===== src/hw/rtl/lcnc_pkg.sv =====
// shared types, constants and helper functions for the luhn card number check
// no dependencies
`timescale 1ns / 1ps

package lcnc_pkg;

   localparam int CARD_WIDTH         = 63;
   localparam int CONV_WIDTH         = 64;
   localparam int SHIFT_STEP         = 4;
   localparam int CONV_CYCLES        = CONV_WIDTH / SHIFT_STEP;
   localparam int CONV_CNT_WIDTH     = $clog2(CONV_CYCLES);
   localparam int DIGIT_WIDTH        = 4;
   localparam int COUNT_WIDTH        = 5;
   localparam int BRAND_WIDTH        = 2;
   localparam int MAX_DIGITS_DEFAULT = 19;

   typedef enum logic [BRAND_WIDTH-1:0] {
      BRAND_NONE       = 2'd0,
      BRAND_AMEX       = 2'd1,
      BRAND_MASTERCARD = 2'd2,
      BRAND_VISA       = 2'd3
   } brand_type;

   typedef struct packed {
      logic clear;
      logic step;
   } acc_ctrl_type;

   typedef struct packed {
      logic                   sum_zero;
      logic [COUNT_WIDTH-1:0] count;
      logic [DIGIT_WIDTH-1:0] lead;
      logic [DIGIT_WIDTH-1:0] next;
   } acc_status_type;

   // doubled digit folded back to one digit
   function automatic logic [DIGIT_WIDTH-1:0] luhn_double(input logic [DIGIT_WIDTH-1:0] digit);
      logic [DIGIT_WIDTH-1:0] res;
      case (digit)
         4'd0:    res = 4'd0;
         4'd1:    res = 4'd2;
         4'd2:    res = 4'd4;
         4'd3:    res = 4'd6;
         4'd4:    res = 4'd8;
         4'd5:    res = 4'd1;
         4'd6:    res = 4'd3;
         4'd7:    res = 4'd5;
         4'd8:    res = 4'd7;
         4'd9:    res = 4'd9;
         default: res = 4'd0;
      endcase
      return res;
   endfunction

   function automatic brand_type classify(input logic [COUNT_WIDTH-1:0] count,
                                          input logic [DIGIT_WIDTH-1:0] lead,
                                          input logic [DIGIT_WIDTH-1:0] next);
      brand_type res;
      res = BRAND_NONE;
      if (count == 5'd15 && lead == 4'd3 && (next inside {4'd4, 4'd7})) begin
         res = BRAND_AMEX;
      end else if (count == 5'd16 && lead == 4'd5 && (next inside {[4'd1:4'd5]})) begin
         res = BRAND_MASTERCARD;
      end else if ((count inside {5'd13, 5'd16}) && lead == 4'd4) begin
         res = BRAND_VISA;
      end
      return res;
   endfunction

endpackage


===== src/hw/rtl/lcnc_req_if.sv =====
// request channel carrying one card number per transaction
// depends on lcnc_pkg
`timescale 1ns / 1ps

interface lcnc_req_if;
   logic                           valid;
   logic                           ready;
   logic [lcnc_pkg::CARD_WIDTH-1:0] card_number;

   modport source (output valid, output card_number, input ready);
   modport sink   (input valid, input card_number, output ready);
endinterface


===== src/hw/rtl/lcnc_rsp_if.sv =====
// response channel carrying the check result of one card number
// depends on lcnc_pkg
`timescale 1ns / 1ps

interface lcnc_rsp_if;
   logic                             valid;
   logic                             ready;
   logic                             luhn_ok;
   logic [lcnc_pkg::BRAND_WIDTH-1:0] brand;
   logic [lcnc_pkg::COUNT_WIDTH-1:0] digit_count;

   modport source (output valid, output luhn_ok, output brand, output digit_count,
                   input ready);
   modport sink   (input valid, input luhn_ok, input brand, input digit_count,
                   output ready);
endinterface


===== src/hw/rtl/lcnc_bcd_step.sv =====
// shift-add-3 binary to bcd step, several input bits per cycle
// depends on lcnc_pkg
`timescale 1ns / 1ps

module lcnc_bcd_step #(
   parameter int NUM_DIGITS = lcnc_pkg::MAX_DIGITS_DEFAULT
) (
   input  logic [lcnc_pkg::DIGIT_WIDTH*NUM_DIGITS-1:0] bcd_i,
   input  logic [lcnc_pkg::SHIFT_STEP-1:0]             bits_i,
   output logic [lcnc_pkg::DIGIT_WIDTH*NUM_DIGITS-1:0] bcd_o
);

   localparam int DW = lcnc_pkg::DIGIT_WIDTH;
   localparam int BW = DW * NUM_DIGITS;

   logic [BW-1:0] work;
   logic [DW-1:0] dig;

   always_comb begin
      work = bcd_i;
      dig  = '0;
      for (int s = 0; s < lcnc_pkg::SHIFT_STEP; s++) begin
         for (int d = 0; d < NUM_DIGITS; d++) begin
            dig = work[d*DW +: DW];
            if (dig >= 4'd5) begin
               work[d*DW +: DW] = dig + 4'd3;
            end
         end
         // top digit carry dropped, keeps the value modulo 10^NUM_DIGITS
         work = {work[BW-2:0], bits_i[lcnc_pkg::SHIFT_STEP-1-s]};
      end
      bcd_o = work;
   end

endmodule


===== src/hw/rtl/lcnc_luhn_acc.sv =====
// luhn digit accumulator: running sum modulo ten, digit count and leading digits
// depends on lcnc_pkg
`timescale 1ns / 1ps

module lcnc_luhn_acc (
   input  logic                              clock,
   input  lcnc_pkg::acc_ctrl_type            ctrl_i,
   input  logic [lcnc_pkg::DIGIT_WIDTH-1:0]  digit_i,
   output lcnc_pkg::acc_status_type          status_o
);

   localparam int DW = lcnc_pkg::DIGIT_WIDTH;
   localparam int CW = lcnc_pkg::COUNT_WIDTH;

   logic [DW-1:0] sum_ff,   sum_in;
   logic          odd_ff,   odd_in;
   logic [CW-1:0] count_ff, count_in;
   logic [DW-1:0] lead_ff,  lead_in;
   logic [DW-1:0] next_ff,  next_in;
   logic [DW-1:0] contrib;
   logic [DW:0]   total;

   always_comb begin
      contrib  = odd_ff ? lcnc_pkg::luhn_double(digit_i) : digit_i;
      total    = {1'b0, sum_ff} + {1'b0, contrib};
      sum_in   = sum_ff;
      odd_in   = odd_ff;
      count_in = count_ff;
      lead_in  = lead_ff;
      next_in  = next_ff;
      if (ctrl_i.clear) begin
         sum_in   = '0;
         odd_in   = 1'b0;
         count_in = '0;
         lead_in  = '0;
         next_in  = '0;
      end else if (ctrl_i.step) begin
         sum_in   = (total >= 5'd10) ? DW'(total - 5'd10) : total[DW-1:0];
         odd_in   = !odd_ff;
         count_in = count_ff + 1'b1;
         next_in  = lead_ff;
         lead_in  = digit_i;
      end
   end

   always_ff @(posedge clock) begin
      sum_ff   <= sum_in;
      odd_ff   <= odd_in;
      count_ff <= count_in;
      lead_ff  <= lead_in;
      next_ff  <= next_in;
   end

   assign status_o.sum_zero = (sum_ff == '0);
   assign status_o.count    = count_ff;
   assign status_o.lead     = lead_ff;
   assign status_o.next     = next_ff;

endmodule


===== src/hw/rtl/luhn_card_number_check_core.sv =====
// luhn card number check core: sequencer, bcd conversion register, response register
// depends on lcnc_pkg, lcnc_req_if, lcnc_rsp_if, lcnc_bcd_step, lcnc_luhn_acc
//
// usage
//   req_ch carries one card number per transaction (valid/ready, taken when both high)
//   rsp_ch returns luhn_ok, brand and digit_count for each request, in order
//   req_ch.ready is high only while the core is idle, one number is worked at a time
//   work on a request runs in order: a load step, conversion at 4 bits per cycle
//     through the single shift-add-3 unit, the digits one by one through the luhn
//     accumulator until the remaining bcd value is zero, and a response step
//   a new number is taken only after the previous one has left the sequencer
//   a new request is taken while the previous response still waits in its register
//   if the receiver stalls, the finished result waits in the sequencer until the
//   response register is free, and no further request is taken meanwhile
//   reset is synchronous, active high, and returns the core to idle with no
//   response pending; req_ch.ready stays low while reset is high
`timescale 1ns / 1ps

module luhn_card_number_check_core #(
   parameter int MAX_DIGITS = lcnc_pkg::MAX_DIGITS_DEFAULT
) (
   input logic       clock,
   input logic       reset,
   lcnc_req_if.sink  req_ch,
   lcnc_rsp_if.source rsp_ch
);

   localparam int BcdWidth  = lcnc_pkg::DIGIT_WIDTH * MAX_DIGITS;
   localparam int CntWidth  = lcnc_pkg::CONV_CNT_WIDTH;
   localparam int ConvWidth = lcnc_pkg::CONV_WIDTH;
   localparam int Step      = lcnc_pkg::SHIFT_STEP;
   localparam logic [CntWidth-1:0] ConvLast = CntWidth'(lcnc_pkg::CONV_CYCLES - 1);

   typedef enum logic [1:0] {
      ST_IDLE,
      ST_CONV,
      ST_SCAN,
      ST_DONE
   } state_type;

   state_type                        state_ff,     state_in;
   logic [ConvWidth-1:0]             bits_ff,      bits_in;
   logic [CntWidth-1:0]              conv_cnt_ff,  conv_cnt_in;
   logic [BcdWidth-1:0]              bcd_ff,       bcd_in;
   logic                             rsp_valid_ff, rsp_valid_in;
   logic                             rsp_ok_ff,    rsp_ok_in;
   logic [lcnc_pkg::BRAND_WIDTH-1:0] rsp_brand_ff, rsp_brand_in;
   logic [lcnc_pkg::COUNT_WIDTH-1:0] rsp_count_ff, rsp_count_in;

   logic [BcdWidth-1:0]              bcd_next;
   lcnc_pkg::acc_ctrl_type           acc_ctrl;
   lcnc_pkg::acc_status_type         acc_status;
   logic                             req_take;
   logic                             rsp_free;

   lcnc_bcd_step #(
      .NUM_DIGITS (MAX_DIGITS)
   ) u_bcd_step (
      .bcd_i  (bcd_ff),
      .bits_i (bits_ff[ConvWidth-1 -: Step]),
      .bcd_o  (bcd_next)
   );

   lcnc_luhn_acc u_luhn_acc (
      .clock    (clock),
      .ctrl_i   (acc_ctrl),
      .digit_i  (bcd_ff[lcnc_pkg::DIGIT_WIDTH-1:0]),
      .status_o (acc_status)
   );

   assign req_ch.ready = (state_ff == ST_IDLE) && !reset;
   assign req_take     = req_ch.valid && (state_ff == ST_IDLE);
   assign rsp_free     = !rsp_valid_ff || rsp_ch.ready;

   always_comb begin
      state_in       = state_ff;
      bits_in        = bits_ff;
      conv_cnt_in    = conv_cnt_ff;
      bcd_in         = bcd_ff;
      rsp_valid_in   = rsp_valid_ff && !rsp_ch.ready;
      rsp_ok_in      = rsp_ok_ff;
      rsp_brand_in   = rsp_brand_ff;
      rsp_count_in   = rsp_count_ff;
      acc_ctrl.clear = 1'b0;
      acc_ctrl.step  = 1'b0;
      case (state_ff)
         ST_IDLE: begin
            if (req_take) begin
               bits_in        = {1'b0, req_ch.card_number};
               conv_cnt_in    = '0;
               bcd_in         = '0;
               acc_ctrl.clear = 1'b1;
               state_in       = ST_CONV;
            end
         end
         ST_CONV: begin
            bcd_in      = bcd_next;
            bits_in     = bits_ff << Step;
            conv_cnt_in = conv_cnt_ff + 1'b1;
            if (conv_cnt_ff == ConvLast) begin
               state_in = ST_SCAN;
            end
         end
         ST_SCAN: begin
            if (bcd_ff == '0) begin
               state_in = ST_DONE;
            end else begin
               acc_ctrl.step = 1'b1;
               bcd_in        = bcd_ff >> lcnc_pkg::DIGIT_WIDTH;
            end
         end
         ST_DONE: begin
            if (rsp_free) begin
               rsp_valid_in = 1'b1;
               rsp_ok_in    = acc_status.sum_zero;
               rsp_brand_in = acc_status.sum_zero
                            ? lcnc_pkg::classify(acc_status.count, acc_status.lead,
                                                 acc_status.next)
                            : lcnc_pkg::BRAND_NONE;
               rsp_count_in = acc_status.count;
               state_in     = ST_IDLE;
            end
         end
         default: begin
            state_in = ST_IDLE;
         end
      endcase
   end

   always_ff @(posedge clock) begin
      if (reset) begin
         state_ff     <= ST_IDLE;
         rsp_valid_ff <= 1'b0;
      end else begin
         state_ff     <= state_in;
         rsp_valid_ff <= rsp_valid_in;
      end
      bits_ff      <= bits_in;
      conv_cnt_ff  <= conv_cnt_in;
      bcd_ff       <= bcd_in;
      rsp_ok_ff    <= rsp_ok_in;
      rsp_brand_ff <= rsp_brand_in;
      rsp_count_ff <= rsp_count_in;
   end

   assign rsp_ch.valid       = rsp_valid_ff;
   assign rsp_ch.luhn_ok     = rsp_ok_ff;
   assign rsp_ch.brand       = rsp_brand_ff;
   assign rsp_ch.digit_count = rsp_count_ff;

endmodule

===== src/flat_wrapper.sv =====
// flat-port wrapper written by rule: the top's interface ports become plain ports
module luhn_card_number_check_core_flat 
#(
   parameter int MAX_DIGITS = lcnc_pkg::MAX_DIGITS_DEFAULT
)
  (clock, reset, req_ch_valid, req_ch_card_number, req_ch_ready, rsp_ch_valid, rsp_ch_luhn_ok, rsp_ch_brand, rsp_ch_digit_count, rsp_ch_ready);
  lcnc_req_if req_ch_i ();
  lcnc_rsp_if rsp_ch_i ();
  input logic clock;
  input logic reset;
  input wire logic [$bits(req_ch_i.valid)-1:0] req_ch_valid;
  input wire logic [$bits(req_ch_i.card_number)-1:0] req_ch_card_number;
  output wire logic [$bits(req_ch_i.ready)-1:0] req_ch_ready;
  output wire logic [$bits(rsp_ch_i.valid)-1:0] rsp_ch_valid;
  output wire logic [$bits(rsp_ch_i.luhn_ok)-1:0] rsp_ch_luhn_ok;
  output wire logic [$bits(rsp_ch_i.brand)-1:0] rsp_ch_brand;
  output wire logic [$bits(rsp_ch_i.digit_count)-1:0] rsp_ch_digit_count;
  input wire logic [$bits(rsp_ch_i.ready)-1:0] rsp_ch_ready;
  assign req_ch_i.valid = req_ch_valid;
  assign req_ch_i.card_number = req_ch_card_number;
  assign req_ch_ready = req_ch_i.ready;
  assign rsp_ch_valid = rsp_ch_i.valid;
  assign rsp_ch_luhn_ok = rsp_ch_i.luhn_ok;
  assign rsp_ch_brand = rsp_ch_i.brand;
  assign rsp_ch_digit_count = rsp_ch_i.digit_count;
  assign rsp_ch_i.ready = rsp_ch_ready;
  luhn_card_number_check_core #(.MAX_DIGITS(MAX_DIGITS)) u_core (.clock(clock), .reset(reset), .req_ch(req_ch_i), .rsp_ch(rsp_ch_i));
endmodule

===== config.mk =====
export PLATFORM = sky130hd
export DESIGN_NAME = luhn_card_number_check_core_flat
export DESIGN_NICKNAME = d
export VERILOG_FILES = /design/src/hw/rtl/lcnc_pkg.sv /design/src/hw/rtl/lcnc_req_if.sv /design/src/hw/rtl/lcnc_rsp_if.sv /design/src/hw/rtl/lcnc_bcd_step.sv /design/src/hw/rtl/lcnc_luhn_acc.sv /design/src/hw/rtl/luhn_card_number_check_core.sv /design/src/flat_wrapper.sv
export SDC_FILE = /design/constraint.sdc
export NUM_CORES = 1
export LEC_CHECK = 0
export BUFFER_PORTS_ARGS = -buffer_cell sky130_fd_sc_hd__buf_2
export CORE_MARGIN = 2
export CORE_UTILIZATION = 50
export DETAILED_ROUTE_END_ITERATION = 6
export PLACE_DENSITY = 0.71
export SLEW_MARGIN = 15
export SYNTH_ARGS = -nofsm -noshare
export SYNTH_HDL_FRONTEND = slang
export SYNTH_HIERARCHICAL = 1
export SYNTH_SLANG_ARGS = --single-unit

===== constraint.sdc =====
create_clock -name clock -period 21.4 [get_ports clock]
set_input_delay 3.21 -clock clock [delete_from_list [all_inputs] [get_ports clock]]
set_output_delay 3.21 -clock clock [all_outputs]
set_load 0.02 [all_outputs]

### Word-level counts from Yosys, hierarchy flattened

Memory sizes are Yosys's and may differ from the RTL's. A register that Yosys moved wholly into a read port is not among the register bits.
Index checks and enable logic that the tools add are counted.
W data, S select, Z words.

| operators by class | value |
|---|---|
| magnitude comparators | 79 |
| $add $sub $neg | 80 |
| mux-type cells | 100 |
| eq/ne operators | 17 |
| reductions and logical operators | 26 |
| bitwise operators | 1 |

Operators by type and width:

| cell | count |
|---|---|
| $ge A4 B3 Y1 const B | 76 |
| $mux W4 | 76 |
| $add A4 B2 Y4 const B | 72 |
| $pmux W76 S3 | 1 |
| $mux W76 | 2 |
| $pmux W64 S2 | 1 |
| $logic_not A76 Y1 | 1 |
| $mux W64 | 1 |
| $eq A4 B3 Y1 const B | 4 |
| $add A3 B2 Y3 const B | 4 |
| $mux W2 | 6 |
| $mux W3 | 4 |
| $eq A5 B4 Y1 const B | 2 |
| $logic_and A1 B1 Y1 | 9 |
| $ne A2 B1 Y1 const B | 4 |
| $pmux W2 S4 | 1 |
| $pmux W4 S2 | 1 |
| $mux W1 | 7 |
| $reduce_bool A2 Y1 | 3 |
| $add A4 B4 Y5 | 1 |
| $add A5 B1 Y5 const B | 1 |
| $eq A5 B5 Y1 const B | 1 |
| $ge A5 B4 Y1 const B | 1 |
| $add A4 B1 Y4 const B | 1 |
| other kinds (18) | 23 |

| word-level totals | value |
|---|---|
| memories kept | 1 |
| bits of input ports | 67 |
| output and inout bits | 10 |
| bits in read-only memories | 64 |
| flip-flop bits (word level) | 173 |
| word-level logic and storage cells | 318 |

Memory list:

| memory | depth | bits a word | rd ports | clocked after Yosys merged registers in | write ports | line | text |
|---|---|---|---|---|---|---|---|
| (no name shown) | 16 | 4 | 1 | 1 | 0 | lcnc_pkg.sv:39 | `case (digit)` |

### Longest topological paths before layout

Gate-level depths: netlist (run 1).

| depth | value |
|---|---|
| depth in word-level cells | 10 |
| gate-level depth with buffers | 19 |
| mapped depth without buffers | 19 |

### Cells and area by module

Netlist (run 1), hierarchy kept.

By module, submodules not included:

| module | cells an instance | area each (um^2) | instances |
|---|---|---|---|
| lcnc_bcd_step | 1412 | 8833.5 | 1 |
| luhn_card_number_check_core | 399 | 6632.6 | 1 |
| lcnc_luhn_acc | 115 | 1029.7 | 1 |

### Worst setup path before layout (run 1)

OpenSTA, ideal clock, no wires.

| path | value |
|---|---|
| path type | input-to-reg |
| start point | in req_ch_valid |
| end point | reg u_core.bcd_ff[0] (enable) |
| data arrival time | 9.046 ns |
| stages on the path | 2 |
| library setup time | 0.647 ns |
| path buffers | 0 |
| setup slack | 11.707 ns |
| cell sequence | nor2b_1 a311oi_1 |

| on the way | value |
|---|---|
| word-level cells in the longest chain between the ends | 3 |

RTL lines:

| element | line | text |
|---|---|---|
| from (decl) | flat_wrapper.sv:11 | `input wire logic [$bits(req_ch_i.valid)-1:0] req_ch_valid;` |
| $logic_and A1 B1 Y1 | luhn_card_number_check_core.sv:72 | `assign req_take = req_ch.valid && (state_ff == ST_IDLE);` |
| $ne A2 B1 Y1 (no line) | - |  |
| $reduce_and A3 Y1 (no line) | - |  |
| to (signal assigned) | luhn_card_number_check_core.sv:140 | `bcd_ff <= bcd_in;` |
| to (decl) | luhn_card_number_check_core.sv:44 | `logic [BcdWidth-1:0] bcd_ff, bcd_in;` |

Every way passes these cells.
A chain may end at the register's enable or synchronous reset.

### Worst setup path after layout (run 1)

| path | value |
|---|---|
| start point | in reset |
| end point | out req_ch_ready |

| on the way | value |
|---|---|
| word-level cells in the longest chain between the ends | 2 |

RTL lines:

| element | line | text |
|---|---|---|
| from (decl) | flat_wrapper.sv:10 | `input logic reset;` |
| $logic_not A1 Y1 | luhn_card_number_check_core.sv:71 | `assign req_ch.ready = (state_ff == ST_IDLE) && !reset;` |
| $logic_and A1 B1 Y1 | luhn_card_number_check_core.sv:71 |  |
| to (decl) | flat_wrapper.sv:13 | `output wire logic [$bits(req_ch_i.ready)-1:0] req_ch_ready;` |

Every way passes these cells.

==> results of run 1 <==
routing by layer:
metal	vias up	global-route usage
met3	24	0.0284
met2	362	0.387
met5	-	0
li1	7410	-
met4	0	0.0431
met1	7184	0.294
registers in the layout, indices dropped and copies added (netlist names):
signal,flops
u_core/conv_cnt_ff,4
u_core/u_luhn_acc/odd_ff,1
u_core/bcd_ff,76
u_core/rsp_ch.luhn_ok,1
u_core/rsp_ch.valid,1
u_core/state_ff,2
u_core/u_luhn_acc/lead_ff,4
u_core/rsp_ch.brand,2
u_core/u_luhn_acc/count_ff,5
u_core/bits_ff,64
u_core/rsp_ch.digit_count,5
u_core/u_luhn_acc/sum_ff,4
u_core/u_luhn_acc/next_ff,4
through the flow:
stage / std cells / area (um2) / util / hold slack, ns / setup WS (ns)
floorplan: 1926 / 16500 / - / 0.455 / 11.71
global placement: 2383 / 17200 / 0.530 / 0.481 / 14.54
detailed placement: 2383 / 17200 / 0.530 / 0.489 / 14.58
CTS: 2415 / 17900 / 0.549 / 0.506 / 14.58
global route: 2415 / 17900 / 0.549 / 0.550 / 14.51
finish: 2415 / 17900 / 0.549 / 0.501 / 14.58
final timing paths:
path,startpoint,end,slack [ns]
worst max-delay path,reset,req_ch_ready,14.58
worst max register to register,u_core/bcd_ff[1],u_core/bcd_ff[8],16.00
worst min register to register,u_core/u_luhn_acc/next_ff[3],u_core/u_luhn_acc/next_ff[3],0.50
worst min-delay path,u_core/u_luhn_acc/next_ff[3],u_core/u_luhn_acc/next_ff[3],0.50
kinds of logic (layout without fill, tap and decap cells):
logic type      after synthesis  after routing  synth area share
xor+xnor                     75             75            0.0430
flops                       173            173             0.302
buf+inv                     163            210            0.0383
simple gates                609            609             0.178
fa+ha+maj                    82             82            0.0610
compound gates              666            666             0.274
mux                         158            158             0.104
Yosys cell counts, drive strengths merged, types with 10 or more instances:
library cell  number  share of area
xnor2             60          0.035
nor2b             25         0.0095
dfxtp             21          0.025
edfxtp           152           0.28
o211ai            22          0.010
and2              22         0.0083
nor3b             25          0.011
a21o              12         0.0055
a31oi             28          0.012
o31ai             10         0.0046
nor3              40          0.013
xor2              15         0.0084
o22ai             28          0.011
buf               19         0.0055
inv               89          0.020
a22o              78          0.041
clkbuf            53          0.012
o21a              17         0.0077
o21ai            148          0.045
mux2i             65          0.040
and3              10         0.0038
a21boi            14         0.0064
nor2             161          0.037
a22oi             13         0.0059
nand2            181          0.041
nand2b            44          0.017
nand3             39          0.012
nor4              28          0.011
a21oi            173          0.056
ha                70          0.053
a221oi            14         0.0082
mux2              93          0.064
maj3              11         0.0067
a211oi            19         0.0090
cell usage in the layout, fill, tap and decap left out, types with 12 or more instances in the layout:
| cell | count |
|---|---|
| o211ai_1 | 22 |
| a21o_1 | 12 |
| nor4_1 | 28 |
| nand2_1 | 181 |
| ha_1 | 69 |
| xor2_1 | 14 |
| a21oi_1 | 161 |
| nor3_1 | 38 |
| a22o_1 | 78 |
| a211oi_1 | 18 |
| nand3_1 | 39 |
| dfxtp_1 | 21 |
| mux2i_1 | 63 |
| edfxtp_1 | 152 |
| a31oi_1 | 27 |
| inv_1 | 85 |
| clkbuf_16 | 17 |
| o21ai_0 | 137 |
| o22ai_1 | 28 |
| o21a_1 | 17 |
| nor3b_1 | 25 |
| a22oi_1 | 13 |
| xnor2_1 | 54 |
| nor2b_1 | 25 |
| mux2_2 | 92 |
| nor2_1 | 160 |
| buf_2 | 76 |
| a221oi_1 | 12 |
| and2_1 | 20 |
| nand2b_1 | 43 |
cell type report:
| type | instances | area share |
|---|---|---|
| tap | 442 | 0.0309 |
| clock inverter | 15 | 0.0113 |
| timing repair buffer | 87 | 0.0259 |
| inverter | 91 | 0.0191 |
| clock buffer | 17 | 0.0238 |
| sequential | 173 | 0.279 |
| multi-input combinational | 1590 | 0.610 |
worst max-delay path, stage by stage:
cell	delay, ns
buf_2	0.12
nor2b_1	0.10
buf_2	0.17
==> flow_summary.toml, run 1 <==
[worst_setup_path]
worst-setup-path-type = "input pin to output port"
reg2reg_depth = 17
start_kind = "input pin"
critPathCaptureType = "output port"
worstPathRequired_ns = 18.19
crit_fanout = 5
arrival_ns = 3.61

[global_routing]
gr-total-overflow = 0
antenna_found_initial = 0
grt_usage = 0.221
grt_max_degree = 78
grt_pass1_wl_um = 63600
grt_pass1_vias = 13300

[sta]
timing.fmax_mhz = 147
finClkSkew_ns = 0.0114
worstMarginPinSlew_ns = 1.12
min_period_ns = 6.82
final_max_slew_viol_count = 0
hold_violations = 0
max_slew_margin = 0.232
finalSetupViolCount = 0
rsz0062_at_grt = "no"
fin_tns_setup_ns = 0
fin_crit_sh = 0.319

[clocking]
clock-root-buffer = "clkbuf_16"
path_clk_slew_ns = 0.07
insertion_delay_ns = 0.44
clock_sink_count = 173
cts.repair.resized = 0
post-cts-setup-buffers = 0
cts_hold_buf = 0
cts_tree = "yes"
h-tree-depth = 4
clock_path_buffers = 2
cts_inserted_buffers = 17

[placed_design]
gp_congestion = 0.901
hpwl_um = 27700
port_buffers = 76

[worst_hold_path]
holdPathStages = 2
worstHoldPathType = "flip-flop to flip-flop"

[status]
status = "finished, final reports clean"

[floorplanning]
fp-row-count = 66
ios = 77
die_w_um = 186
fp.dieArea_um2 = 34500
initial_core_util = 0.507
die_h_um = 186
core_area_um2 = 32500

[yosys]
synth_cell_type_count = 97
synthArstFlopShare = 0
ys_ff_latch = 173
synth-edff-count = 152
synth-seq-area-share = 0.302
yosysWarnings = 6
dominantRegCellSynth = "edfxtp_1"
netlist_area_um2 = 16500
avgSynthCellArea_um2 = 8.56
synth_fp_nets = 2064
synthesis.instances = 1926

[layout]
drive_gt1_frac = 0.135
nets = 2098
synthToLayoutAreaGrowth_pct = 8.36
multi_input_area_um2 = 10900
diodes = 0
seqCellArea_um2 = 4980
fillers = 2964

[routing]
drt_iter0_markers = 1257
viasPerCell = 6.20
met1_length_um = 17700
vias = 15000
wl_met2_um = 19400
dr.max_layer_used = "met4"
wirelength_um = 39200
wl_per_cell_um = 16.2
drc_errors = 0
dr_wl_met3_um = 1640
dr.pass1.iters = 7
drtAntennaViolNets = 0

[flow_run]
maxCapViolCount = 0
Power of run 1 is not shown: default switching activity piles up to over one toggle a cycle in this logic, so the estimate is an artifact.
==> inputs of run 2 (changes only) <==
--- a/config.mk
+++ b/config.mk
@@ -5,6 +5,7 @@
 export SDC_FILE = /design/constraint.sdc
 export NUM_CORES = 1
 export LEC_CHECK = 0
+export ABC_AREA = 1
 export BUFFER_PORTS_ARGS = -buffer_cell sky130_fd_sc_hd__buf_2
 export CORE_MARGIN = 2
 export CORE_UTILIZATION = 50
==> constraint.sdc (replaced) <==
create_clock -name clock -period 6.3 [get_ports clock]
set_input_delay 0.945 -clock clock [delete_from_list [all_inputs] [get_ports clock]]
set_output_delay 0.945 -clock clock [all_outputs]
set_load 0.02 [all_outputs]
==> run 2 against run 1 <==
Against the previous run:
- design area is 3.2% lower
- first-iteration DRC count is 20% lower
- global-route usage is 0.38 points lower
- cell count is 20% higher
- via count is 0.11% higher
==> flow_summary.toml, run 2 <==
[yosys]
synth_fp_nets = 2570
synth.cells.most_frequent = "nand2_1 (991), inv_1 (337), nand3_1 (179)"
ys_ff_latch = 173
synth_cell_type_count = 48
post-synth-top-count-cell = "nand2_1"
synth_top_area_share = 0.286
synth-seq-area-share = 0.313
avgSynthCellArea_um2 = 6.56
netlist_area_um2 = 15900
synthArstFlopShare = 0
yosysWarnings = 6
synth-edff-count = 152
synth_area_leaders = "edfxtp_1 (29%), nand2_1 (23%), inv_1 (7.9%)"
netlist.top_cell.by_area = "edfxtp_1"
dominantRegCellSynth = "edfxtp_1"
synthesis.instances = 2432

[floorplanning]
initial_core_util = 0.507
die_h_um = 183
core_area_um2 = 31500
fp.dieArea_um2 = 33300
die_w_um = 183
ios = 77
fp-row-count = 65

[routing]
drt_iter0_markers = 1000
drtAntennaViolNets = 0
drc_errors = 0
viasPerCell = 5.16
dr.pass1.iters = 7
vias = 15000
wl_per_cell_um = 12.3
wirelength_um = 35800

[global_routing]
gr-total-overflow = 0
grt_max_degree = 87
grt_pass1_wl_um = 61000
grt_usage = 0.217
antenna_found_initial = 0
grt_pass1_vias = 14100

[worst_setup_path]
worst-setup-path-type = "flip-flop to flip-flop"
crit_top_cell = "nand2_1"
critPathCaptureType = "flip-flop"
slowest_delay_ns = 0.44
critPathCapture = "u_core/bcd_ff[74]"
reg2reg_to = "u_core/bcd_ff[74]"
ff2ff_setup_slack_ns = 2.82
arrival_ns = 3.68
cpMaxStageDelayCell = "edfxtp_1"
reg2reg_depth = 30
start_kind = "flip-flop"
worstPathRequired_ns = 6.50
startpoint = "u_core/bcd_ff[72]"
reg2reg_from = "u_core/bcd_ff[72]"
crit_fanout = 4

[layout]
fin_area_um2 = 17300
diodes = 0
final_util = 0.550
reg.largest.list = "u_core/bcd_ff (76), u_core/bits_ff (64)"
seqCellArea_um2 = 4980
fillers = 3023
drive_gt1_frac = 0.142
largest_register_ffs = 76
final_cell_mix = "nand2_1 (991), inv_1 (337), nand3_1 (179), edfxtp_1 (152), nor2_1 (110)"
nets = 2629
synthToLayoutAreaGrowth_pct = 8.51
regMostFlops = "u_core/bcd_ff"
layout_commonest_cell = "nand2_1"
multi_input_area_um2 = 9450

[placed_design]
gp_congestion = 0.876
port_buffers = 76
place_area_um2 = 16700
hpwl_um = 27000

[status]
status = "finished, final reports clean"

[sta]
fin_tns_setup_ns = 0
min_period_ns = 3.48
fin_crit_sh = 0.553
hold_violations = 0
timing.fmax_mhz = 287
finClkSkew_ns = 0.0159
final_max_slew_viol_count = 0
rsz0062_at_grt = "no"
worstMarginPinSlew_ns = 1.03
finalSetupViolCount = 0
max_slew_margin = 0.313

[clocking]
clock_path_buffers = 2
h-tree-depth = 4
path_clk_slew_ns = 0.08
cts_hold_buf = 0
cts_tree = "yes"
clock-root-buffer = "clkbuf_16"
cts.repair.resized = 0
insertion_delay_ns = 0.44
clock_sink_count = 173
cts_inserted_buffers = 17
post-cts-setup-buffers = 0

[worst_hold_path]
hp-start = "u_core/u_luhn_acc/sum_ff[2]"
worstHoldPathType = "flip-flop to flip-flop"

[flow_run]
maxCapViolCount = 0
-- run 2: cell types whose count changed after synthesis, sizes merged, moves of 41 or more --
cell / before / now
inv: 89 / 356
nand2: 181 / 1108
nand2b: 44 / 0
mux2i: 65 / 0
nand3: 39 / 242
mux2: 93 / 0
a22o: 78 / 0
xnor2: 60 / 13
nor2: 161 / 120
a21oi: 173 / 97
-- run 2: worst min-delay path by stage --
stage / endpoint / cells past startpoint / slack [ns]
2_1_floorplan: u_core/u_luhn_acc/count_ff[4] / 1 / 0.46
3_3_place_gp: u_core/bits_ff[63] / 2 / 0.49
5_1_grt: u_core/bits_ff[30] / 2 / 0.53
3_5_place_dp: u_core/u_luhn_acc/count_ff[4] / 1 / 0.49
4_1_cts: u_core/u_luhn_acc/sum_ff[2] / 2 / 0.51
6_report: u_core/u_luhn_acc/sum_ff[2] / 2 / 0.51
-- run 2: critical path: cells and delay by family, from the launching register on --
kind / cells / cell delay [ns]
XOR/XNOR: 1 / 0.29
buffers and inverters: 7 / 0.41
adder cells (fa/ha/maj): 4 / 0.72
AND/OR/NAND/NOR: 18 / 1.37
flip-flops: 1 / 0.44
-- run 2: stage by stage --
stage	instances	hold slack, ns	setup slack, ns
5_1_grt	2906	0.530	2.35
3_5_place_dp	2874	0.492	2.87
2_1_floorplan	2432	0.464	0.735
6_report	2906	0.510	2.82
3_3_place_gp	2874	0.494	3.03
4_1_cts	2906	0.511	2.85
-- run 2: final cells by class --
class / count / area share
repair buffers: 82 / 0.0246
flip-flops and latches: 173 / 0.288
inverters: 357 / 0.0774
clock buffers: 17 / 0.0246
clock inverters: 15 / 0.00991
multi-input cells: 1860 / 0.546
well taps: 402 / 0.0291
-- run 2: per-layer routing --
| metal | global-route usage | routed length [um] | vias to the layer above |
|---|---|---|---|
| met5 | 0 | 0 | - |
| met4 | 0.0648 | 735 | 0 |
| met3 | 0.0279 | 1170 | 50 |
| met2 | 0.397 | 17700 | 239 |
| met1 | 0.266 | 16100 | 6836 |
| li1 | - | - | 7872 |
-- run 2: logic make-up after synthesis --
| group | after synthesis | share of synthesized area |
|---|---|---|
| AND/OR/NAND/NOR | 1531 | 0.436 |
| buffers and inverters | 399 | 0.0969 |
| AO/OA/AOI/OAI | 228 | 0.0807 |
| flip-flops | 173 | 0.313 |
| adder cells (fa/ha/maj) | 71 | 0.0562 |
| XOR/XNOR | 30 | 0.0179 |
Power of run 2 is left out for the same reason.
